## src/hdl/nfrd_ram.sv

```systemverilog
// Generic single-port-write, single-port-read RAM with a registered read.
// It has no dependencies.
`timescale 1ns / 1ps

module nfrd_ram #(
   parameter int WIDTH = 8,
   parameter int DEPTH = 16,
   localparam int AW = (DEPTH > 1) ? $clog2(DEPTH) : 1
) (
   input  logic             clock,
   input  logic             wr_en,
   input  logic [AW-1:0]    wr_addr,
   input  logic [WIDTH-1:0] wr_data,
   input  logic             rd_en,
   input  logic [AW-1:0]    rd_addr,
   output logic [WIDTH-1:0] rd_data
);

   logic [WIDTH-1:0] mem_ff [DEPTH];
   logic [WIDTH-1:0] rd_data_ff;

   always_ff @(posedge clock) begin
      if (wr_en) begin
         mem_ff[wr_addr] <= wr_data;
      end
      if (rd_en) begin
         rd_data_ff <= mem_ff[rd_addr];
      end
   end

   assign rd_data = rd_data_ff;

endmodule

```

## config.mk

```make
export PLATFORM = sky130hd
export DESIGN_NAME = nfrd_ram
export DESIGN_NICKNAME = d
export VERILOG_FILES = /design/src/hdl/nfrd_ram.sv
export SDC_FILE = /design/constraint.sdc
export NUM_CORES = 1
export LEC_CHECK = 0
export ABC_AREA = 1
export BUFFER_PORTS_ARGS = -buffer_cell sky130_fd_sc_hd__buf_2
export CAP_MARGIN = 20
export CORE_MARGIN = 3
export CORE_UTILIZATION = 41
export DETAILED_ROUTE_END_ITERATION = 16
export PLACE_DENSITY = 0.63
export SLEW_MARGIN = 10
export SYNTH_ARGS = -nofsm -noshare
export SYNTH_HDL_FRONTEND = slang
export SYNTH_SLANG_ARGS = --single-unit
```

## constraint.sdc

```tcl
create_clock -name clock -period 2.2 [get_ports clock]
set_input_delay 0.22 -clock clock [delete_from_list [all_inputs] [get_ports clock]]
set_output_delay 0.22 -clock clock [all_outputs]
set_load 0.01 [all_outputs]
```

## Yosys cells after proc, flatten, opt, wreduce, memory -nomap -nowiden

Memories as Yosys holds them, arrays and structs flattened. A register that Yosys moved wholly into a read port is not among the register bits.
Cells that the tools add are included.

- Bits in writable memories: 128
- Register bits after elaboration: 0
- Memories: 1
- Output and inout bits: 8

Memory list:

| memory | words | width | read ports | clocked after Yosys merged registers in | write ports | line | text |
|---|---|---|---|---|---|---|---|
| mem_ff | 16 | 8 | 1 | 1 | 1 | 19 | `logic [WIDTH-1:0] mem_ff [DEPTH];` |

- Muxes and demuxes: 2

Operator list:

| operator | number |
|---|---|
| $mux 1 | 2 |

## Depth between registers and ports, before layout

Gate-level depths: netlist of the first run.

- Depth in word-level cells: 2
- Gate-level depth with buffers: 8
- Gate-level depth less buffers: 7

## Worst setup path after synthesis of the first run

Ideal clock, no wire load.

- Path kind: input -> register
- Start: input port wr_addr[2]
- End: memory mem_ff[10][0] (enable)
- Data required time: 1.830 ns
- Path slack: 1.029 ns
- Arrival: 0.801 ns
- Cell stages on the path: 2
- Setup time: 0.370 ns
- Cell sequence: nand3b_1 -> nor2_1

RTL lines:

| item | line | text |
|---|---|---|
| start: declaration | 12 | `input logic [AW-1:0] wr_addr,` |
| end: declaration | 19 |  |

No word-level cell before the write port.

## Worst setup path in the final report of the first run

- Start: input port wr_addr[2]
- End: memory mem_ff[11][0] (enable)

No word-level cell before the write port.

==> impl_results.md, run 1 <==
* Largest stage delay, worst path at 830 ps
* Status: completed
* Max VDD drop at 513 uV
* # diodes at 0
* Via density per instance at 4.90
* Total CTS buffers at 17
* CTS Sinks at between 100 and 150
* Register area share after synthesis at a little over two thirds
* Finished Core Util at slightly below 50%
* Endpoint class of the critical path: flop
* Slew @ Worst Pin at 1060 ps
* Pwr/cell area at 951 nW/um^2
* 1st-pass router iterations at 5
* Vias in the first global route at ~3.6k
* GRT overflow at 0
* Crit-path cells: buf_2, nand3b_1, nor2_1
* Share of cells above drive strength 1 at 11.0%
* Period utilization at approximately three fifths
* Worst-Skew Late Latency at between 400 and 500 ps
* RR Startpoint: mem_ff[5][5]
* FILL cells at between 1k and 1.5k
* Hpwl dp at around 8100 um
* Fmax at roughly 0.74 GHz
* Initial DRC Count at between 300 and 400
* Worst path slowest cell: nor2_1
* Max Cap Viol at 0
* Max Buffers Root-to-Sink at 2
* Die area at roughly 16,000 um^2
* Crit path max fanout at 8
* Worst r2r dst: rd_data[5]
* Initial Util at a little over two fifths
* Arrival time worst endpoint at approximately 1400 ps
* Fin nets at about 600
* Clock skew at roughly 8.9 ps
* H-tree levels at 4
* Setup TNS at 0 ps
* Clock transition at the registers of the reported paths at 60 ps
* Post-Synthesis Cell Area at around 6000 um^2
* Post-Syn Nets at between 500 and 600
* Routed WL at around 13,000 um
* Final setup fails at 0
* Synth-to-layout area growth at 15.7%
* Cell taking the most area after synthesis: edfxtp_1
* Antenna-violating nets left at 0
* Die Y at ~130 um
* Antenna violations before repair at 0
* Setup bufs post-CTS at 0
* RSZ-0062 raised after global routing: no
* Worst Hold Class: input pin to flop
* Distinct cells, synth at 11
* Max-slew headroom at approximately 29%
* Routability congestion estimate at about 0.86
* Slack of the worst reg-to-reg path at 1040 ps
* Mean routed wirelength per cell at 17.1 um
* Global-route wire length before repair at between 20,000 and 25,000 um
* Worst Setup EP: mem_ff[11][0]
* Pin count of the biggest net entering global routing at 65
* Cts hold-fix bufs at 0
* Number of synthesized register bits at roughly 140
* Multi-input gate area at ~1200 um^2
* Post-CTS resize count at 0
* Final hold vios at 0
* Die W at approximately 130 um
* Register area at approximately 4100 um^2
* Ys Warns at 0
* Final Slew Violations at 0
* Startpoint Class: input pin
* GRT Overall Usage at between 15 and 20%
* Fin crit period at between 1000 and 1500 ps
* Leakage at between 2 and 3 nW
* Residual DRC count at 0
* PortBufs at 26
* Vias at 3,781
* Post-Syn Instances at 551
* Setup CP Type: input pin to flop
* Root Buffer: clkbuf_16
* I/O pins at 27
* Ranking of synthesized cells by area: edfxtp_1 (70%), nand2_1 (11%), nand3_1 (8.3%)
* Row Count at 43
* Post-Syn Area per Cell at roughly 11 um^2
* Worst Path Required at around 2200 ps
* Reg2Reg Depth at 6
* Critical path launch point: wr_addr[2]
* Synth top area share at 69.8%
* CTS tree: yes
* CORE AREA at approximately 14,000 um^2
final cells by class:
cell class | instances | area share, %
clock buffer | 18 | 6.34
clock inverter | 14 | 3.39
inverter | 102 | 5.66
multi-input combinational | 289 | 17.9
sequential | 136 | 60.4
tap | 180 | 3.33
timing repair buffer | 32 | 2.96
per-layer routing:
metal  routed length [um]  part of all wire (%)  vias to the layer above  global-route usage (%)
li1                     -                     -                     1832                       -
met1                 6090                    46                     1777                    24.0
met2                 5990                    45                      152                    26.1
met3                  802                   6.1                       20                    3.80
met4                  306                   2.3                        0                    8.23
met5                    0                     0                        -                       0
sequential cells by signal, summed over array words and instances, names as in the netlist:
name     cells
rd_data      8
mem_ff     128
worst max-delay path, delay by kind of cell:
family                 cells  cell delay, ps
and+or+nand+nor            2            1040
buffers and inverters      1             120
where the power goes:
group	switching [W]	internal [W]
combinational	0.000252	0.0000959
clock	0.00103	0.00211
sequential	0.0000183	0.00292
total	0.00130	0.00513
through the flow:
| step | setup slack (ps) | hold WS (ps) | instance area [um^2] | power (W) | cells |
|---|---|---|---|---|---|
| after floorplan | 1030 | 319 | 5850 | 0.00320 | 551 |
| after global placement | 521 | 573 | 6110 | 0.00333 | 739 |
| after detailed placement | 482 | 586 | 6110 | 0.00334 | 739 |
| after CTS | 916 | 151 | 6760 | 0.00646 | 771 |
| after global routing | 803 | 153 | 6760 | 0.00661 | 771 |
| final | 843 | 164 | 6760 | 0.00643 | 771 |
how the worst min path moves through the flow:
stage	start	to	slack, ps	depth (start not counted)
after floorplan	wr_data[0]	mem_ff[0][0]	320	0
after global placement	rd_en	rd_data[3]	570	1
after detailed placement	rd_en	rd_data[5]	590	1
after CTS	rd_en	rd_data[2]	150	1
after global routing	rd_en	rd_data[2]	150	1
final	rd_en	rd_data[5]	160	1
synthesized netlist by cell type, drive strengths merged:
cell and n:
nand2 173, edfxtp 136, inv 102, nand3 97, buf 24, nor2 17
nand3b 2
cells in the final DEF, fill, tap and decap left out, drive strengths merged:
master | synthesis | final
edfxtp | 136 | 136
clkbuf | 0 | 18
inv | 102 | 102
clkinv | 0 | 6
nand3 | 97 | 97
nand2 | 173 | 173
nor2 | 17 | 17
bufinv | 0 | 6
nand3b | 2 | 2
clkinvlp | 0 | 2
buf | 24 | 32
cells by family after synthesis:
family | share of synthesized area, %
simple gates | 20.8
buf+inv | 9.39
flops | 69.8
No activity file was read; power rests on OpenSTA's default activity.
==> run 2: changes to the inputs <==
- ABC_AREA: 1 -> 0
- clock period: 2.2 -> 1.4 ns (I/O delays scaled with it)
==> run 2 against run 1 <==
Against the previous run: the flow now finishes with violations (negative setup slack); synthesized cell count decreased by 58%; design area decreased by 6.5%; sequential cell count unchanged; sequential power is 57% higher; wire length shrank 29%; critical path type is now flop to flop; largest power group unchanged.
==> impl_results.md, run 2 <==
* Routed WL at 9310 um (-29%)
* Status: complete, but fails checks
* Combinational share of power at 4.5% (-0.9 points)
* Ys Warns at 0 (unchanged)
* P_int at 0.00793 W (+55%)
* Pin count of the biggest net entering global routing at 21 (-68%)
* Fin nets at 306 (-49%)
* Reg2Reg Depth at 3 (-3)
* Max-slew headroom at 42.8% (+14 points)
* Clock Power Share at 48.2% (-0.7 points)
* Async S/R FF share, synth at 0% (unchanged)
* Row Count at 40 (-7.0%)
* Synth top area share at 78.1% (+8.3 points)
* Distinct cells, synth at 18 (+7)
* Final setup margin at -31.5 ps (-875 ps)
* Leakage at 2.12 nW (-27%)
* Max reg flops at 128 (unchanged)
* Cell taking the most area after synthesis: edfxtp_1
* GRT Overall Usage at 14.2% (-3.1 points)
* CTS tree: yes
* Max VDD drop at 884 uV (+72%)
* Setup CP Type: flop to flop
* Clock skew at 6.52 ps (-2.38 ps)
* Final Slew Violations at 0 (unchanged)
* Worst-Skew Late Latency at 400 ps (about the same)
* Antenna-violating nets left at 0 (unchanged)
* Worst Hold Class: input pin to flop
* Synth-to-layout area growth at 20.9%
* Antenna violations before repair at 0 (unchanged)
* Clock transition at the registers of the reported paths at 60 ps (about the same)
* Synth Area in XOR/XNOR at 0% (unchanged)
* Post-synthesis compound-gate area fraction at 2.30% (+2.3 points)
* Total CTS buffers at 17 (unchanged)
* Ranking of synthesized cells by area: edfxtp_1 (78%), mux4_2 (7.8%), mux4_1 (7.0%)
* Post-Syn Nets at 248 (-56%)
* I/O pins at 27 (unchanged)
* Period utilization at 102%
* Post-Syn Instances at 229 (-58%)
* Mux cell area share after synthesis at 14.8% (+15 points)
* Final setup fails at 2 (+2)
* Share of cells above drive strength 1 at 36.8% (+26 points)
* Top reg by flops: mem_ff
* RSZ-0062 raised after global routing: yes
* Crit-path cells: mux4_2, a22oi_2, nand2_1
* GRT overflow at 0 (unchanged)
* Largest family of logic cells by synthesized area: multiplexers
* Pre-CTS worst setup slack at -220 ps (-702 ps)
* Register area share after synthesis at 78.1% (+8.3 points)
* Startpoint Class: flop
* Net Sw Power at 0.00182 W (+40%)
* Die Y at 119 um (-5.2%)
* Leading cell type in the layout, fill and taps excluded: edfxtp_1
* WHS Path Cells at 1 (unchanged)
* CORE AREA at 12,200 um^2 (-12%)
* Share of power burned in registers at 47.3% (+1.6 points)
* Fin crit period at around 1400 ps
* Cts hold-fix bufs at 0 (unchanged)
* Root Buffer: clkbuf_16
* Predominant post-synthesis flop cell: edfxtp_1
* Mean routed wirelength per cell at 19.9 um (+16%)
* H-tree levels at 4 (unchanged)
* Max Buffers Root-to-Sink at 2 (unchanged)
* Synth top cells by count: edfxtp_1 (136), mux4_2 (18), a22oi_1 (16)
* Post-Syn Area per Cell at 22.8 um^2 (+120%)
* FILL cells at 992 (-19%)
* Worst Path Required at 1540 ps (-690 ps)
* Residual DRC count at 0 (unchanged)
* Area share of fa/ha/maj cells after synthesis at 0% (unchanged)
* Post-synth EDFFs at 136 (unchanged)
* Simple-Gate Fraction of Synth Area at 3.14% (-18 points)
* Number of synthesized register bits at 136 (unchanged)
* Vias at 2,425 (-36%)
* Largest stage delay, worst path at 490 ps (-340 ps)
* Count leader, synth: edfxtp_1
* Most frequent cells in the layout: edfxtp_1 (136), mux4_2 (27), buf_2 (26)
* Via density per instance at 5.18 (+5.7%)
* Final hold vios at 0 (unchanged)
* Switching Share at 18.7% (-1.5 points)
* Post-Synthesis Cell Area at 5230 um^2 (-11%)
* Fmax at 0.699 GHz
* Final instance area at 6320 um^2 (-6.5%)
* Vias in the first global route at 2,588 (-29%)
* Initial DRC Count at 264 (-23%)
* Failing checks: negative setup slack
* Routability congestion estimate at 0.705 (-18%)
* Endpoint class of the critical path: flop
* Slew @ Worst Pin at 856 ps (-203 ps)
* CTS Sinks at 136 (unchanged)
* Hpwl dp at 6170 um (-24%)
* Crit path max fanout at 1 (-7)
* Global-route wire length before repair at 14,800 um (-28%)
* Die W at 119 um (-5.2%)
* Initial Util at 42.8% (+0.85 points)
* PortBufs at 26 (unchanged)
* Arrival time worst endpoint at 1570 ps (+190 ps)
* DP Area at 5700 um^2 (-6.7%)
* Worst path slowest cell: mux4_2
* Max Cap Viol at 0 (unchanged)
* Die area at 14,100 um^2 (-10%)
* Pwr/cell area at 1540 nW/um^2 (+62%)
* 1st-pass router iterations at 4 (-1)
## run 2: cell types whose count changed in the layout (fill, tap and decap cells not counted), moves of 11 or more
cell     previous run  this run
a22oi_1             0        11
buf_4               4        20
inv_1             100         0
mux4_2              0        27
nand2_1           173         9
nand3_1            97         1
## run 2: through the flow
stage          setup TNS, ps  util, %  total power, W  hold slack (ps)  std cells
2_1_floorplan           -236        -         0.00493              239        229
3_3_place_gp           -1430     46.6         0.00512              514        436
3_5_place_dp           -1510     46.6         0.00513              514        436
4_1_cts                -78.2     51.8         0.00981             91.7        467
5_1_grt                 -275     51.7          0.0101             98.4        467
6_report               -32.8     51.8         0.00975              105        468
## run 2: timing repair
item	CTS	global route
setup endpoints to repair	7	8
buffers inserted	0	0
pin swaps	1	5
gates resized for setup	6	8
## run 2: routing by layer
layer | track usage [%] | vias up | part of all wire (%)
met5 | 0 | - | 0
met4 | 5.65 | 0 | 1.0
met3 | 3.42 | 7 | 6.0
met2 | 21.8 | 76 | 49
met1 | 19.8 | 1257 | 44
li1 | - | 1085 | -
## run 2: kinds of logic (layout without fill, tap and decap cells)
family / Yosys count / in the layout
simple gates: 35 / 35
buf+inv: 10 / 80
compound gates: 16 / 16
mux: 32 / 32
flops: 136 / 136
other cells: 0 / 1
## run 2: final cells by class
type,instances,area [um^2],area share [%]
sequential,136,4080,64.6
multi-input combinational,83,1050,16.7
timing repair buffer,49,340,5.38
tap,168,210,3.33
clock inverter,13,201,3.19
clock buffer,18,429,6.79
antenna,1,2.50,0.0396
## run 2: worst paths after layout
| check | start | endpoint | slack [ps] |
|---|---|---|---|
| max reg2reg | mem_ff[3][4] | rd_data[4] | -30 |
| max | mem_ff[3][4] | rd_data[4] | -30 |
| min | rd_en | rd_data[7] | 110 |
| min reg2reg | mem_ff[14][1] | rd_data[1] | 760 |
## run 2: power by group through the flow
stage / clock network [W] / logic (W) / registers (W)
final: 0.00470 / 0.000438 / 0.00462
after CTS: 0.00476 / 0.000440 / 0.00462
after floorplan: 0 / 0.000235 / 0.00470
after global routing: 0.00499 / 0.000479 / 0.00462
after global placement: 0 / 0.000423 / 0.00470
after detailed placement: 0 / 0.000432 / 0.00470
## run 2: critical path, delay by kind of cell (launching register included)
kind	cells	cell delay (ps)
AO/OA/AOI/OAI	1	210
flip-flops	1	380
multiplexers	1	490
AND/OR/NAND/NOR	1	90
==> run 3: changes to the inputs <==
- REMOVE_ABC_BUFFERS: unset -> 1
==> run 3 against run 2 <==
Against the previous run: the run still ends with negative setup slack left; design area up 0.12%; via count is 3.3% higher; clock skew rose by 1.4 ps; wire length is 7.3% higher; utilization grew 0.061 points; first-iteration DRC count fell by 38%; critical path depth unchanged; cell count grew 2.4%; die area unchanged; register-to-register slack hardly changed; highest routed layer unchanged; non-clock buffer count up 11.
==> impl_results.md, run 3 (same netlist as run 2, synthesis figures left out) <==
* Worst Path Required at 1550 ps (about the same)
* CTS Sinks at 136 (unchanged)
* Worst r2r dst: rd_data[0]
* Max Buffers Root-to-Sink at 2 (unchanged)
* Final instance area at 6330 um^2 (+0.12%)
* Non-filler cells, final at 479 (+2.4%)
* Final setup margin at -20.5 ps (+11.0 ps)
* Vias in the first global route at 2,656 (+2.6%)
* Max-slew headroom at 44.6% (+1.8 points)
* Clock transition at the registers of the reported paths at 50 ps (about the same)
* I/O pins at 27 (unchanged)
* FILL cells at 991 (-0.10%)
* Multi-input gate area at 1060 um^2 (+0.95%)
* GRT Overall Usage at 15.2% (+0.96 points)
* PortBufs at 26 (unchanged)
* GRT overflow at 0 (unchanged)
* Mean routed wirelength per cell at 20.8 um (+4.8%)
* Worst Hold Class: input pin to flop
* Die area at 14,100 um^2 (unchanged)
* Pwr/cell area at 1420 nW/um^2 (-7.9%)
* Power, Total at 0.00900 W (-7.8%)
* Initial DRC Count at 163 (-38%)
* Residual DRC count at 0 (unchanged)
* Hpwl dp at 6750 um (+9.6%)
* Max reg flops at 128 (unchanged)
* DP Area at 5810 um^2 (+2.0%)
* Fin nets at 317 (+3.6%)
* CORE AREA at 12,200 um^2 (unchanged)
* WHS Path Cells at 1 (unchanged)
* Root Buffer: clkbuf_16
* Total CTS buffers at 17 (unchanged)
* # diodes at 0 (-1)
* Global-route wire length before repair at 15,600 um (+5.0%)
* Final Slew Violations at 0 (unchanged)
* RSZ-0062 raised after global routing: yes
* Cts hold-fix bufs at 0 (unchanged)
* Crit-path cells: mux4_2, a22oi_2, nand2_1
* Endpoint class of the critical path: flop
* Max Cap Viol at 0 (unchanged)
* Status: complete, but fails checks
* Share of cells above drive strength 1 at 39.5% (+2.8 points)
* Clock skew at 7.88 ps (+1.36 ps)
* Setup TNS at -46.2 ps (-13.4 ps)
* Routability congestion estimate at 0.739 (+4.8%)
* Failing checks: negative setup slack
* Most frequent cells in the layout: edfxtp_1 (136), mux4_2 (31), buf_4 (28)
* Worst-Skew Late Latency at 410 ps (about the same)
* Cells after DPL at 447 (+2.5%)
* Routed WL at 9990 um (+7.3%)
* Worst hold path endpoint: rd_data[0]
* Row Count at 40 (unchanged)
* CTS tree: yes
* Die Y at 119 um (unchanged)
* Worst path slowest cell: mux4_2
* Vias at 2,506 (+3.3%)
* Hold slack at 111 ps (+5.52 ps)
* 1st-pass router iterations at 4 (unchanged)
* Synth-to-layout area growth at 21.1%
* H-tree levels at 4 (unchanged)
* Initial Util at 42.8% (unchanged)
* RR Startpoint: mem_ff[3][0]
* Delay-heaviest family, CP: multiplexers
* Leakage at 2.11 nW (-0.38%)
* Antenna-violating nets left at 0 (unchanged)
* Setup CP Type: flop to flop
* Startpoint Class: flop
* Fmax at 0.704 GHz (+0.77%)
* Register area at 4080 um^2 (unchanged)
* Arrival time worst endpoint at 1570 ps (about the same)
* CP bufs+invs at 0 (unchanged)
* Largest stage delay, worst path at 490 ps (about the same)
* Via density per instance at 5.23 (+0.97%)
* Hold Crit Start: rd_en
* Fin crit period at 1420 ps (-11.0 ps)
* Period utilization at 101% (-0.79 points)
* Slack of the worst reg-to-reg path at -20 ps (about the same)
* Final hold vios at 0 (unchanged)
* Slew @ Worst Pin at 830 ps (-26.3 ps)
* Top reg by flops: mem_ff
* Setup bufs post-CTS at 0 (unchanged)
* Antenna violations before repair at 0 (unchanged)
* Leading cell type in the layout, fill and taps excluded: edfxtp_1
* Final setup fails at 3 (+1)
* Max VDD drop at 1420 uV (+61%)
* Reg2Reg Depth at 3 (unchanged)
* Pin count of the biggest net entering global routing at 19 (-9.5%)
* Crit path max fanout at 1 (unchanged)
* Die W at 119 um (unchanged)
run 3: per-layer routing:
| layer | GRT usage (%) | vias to the layer above | share of wire [%] |
|---|---|---|---|
| met1 | 21.4 | 1304 | 45 |
| met5 | 0 | - | 0 |
| met3 | 4.32 | 9 | 6.7 |
| met2 | 23.1 | 86 | 48 |
| met4 | 4.56 | 0 | 0.84 |
| li1 | - | 1107 | - |
run 3: worst max path at each step:
stage / from / to / cells past startpoint
2_1_floorplan: wr_addr[2] / mem_ff[0][0] / 2
3_3_place_gp: rd_addr[0] / rd_data[3] / 5
3_5_place_dp: rd_addr[0] / rd_data[5] / 5
4_1_cts: mem_ff[1][6] / rd_data[6] / 3
5_1_grt: mem_ff[11][1] / rd_data[1] / 3
6_report: mem_ff[3][0] / rd_data[0] / 3
run 3: layout make-up:
cell class | instances | share of cell area (%)
sequential | 136 | 64.5
multi-input combinational | 83 | 16.8
clock buffer | 27 | 7.32
timing repair buffer | 60 | 7.28
tap | 168 | 3.32
clock inverter | 5 | 0.751
run 3: repair_timing:
| action | 4_1_cts | 5_1_grt |
|---|---|---|
| pin swaps | 7 | 3 |
| setup endpoints to repair | 8 | 8 |
| gates resized for setup | 16 | 8 |
run 3: report_power, final:
group | internal, W | switching, W
combinational | 0.000231 | 0.000267
sequential | 0.00459 | 0.0000250
clock | 0.00242 | 0.00146
total | 0.00724 | 0.00175
run 3: metrics by stage:
step           setup slack (ps)  utilization [%]
6_report                  -20.5             51.8
5_1_grt                   -61.4             51.8
4_1_cts                   -18.8             51.9
3_5_place_dp               -300             47.6
3_3_place_gp               -307             47.6
2_1_floorplan              -233                -
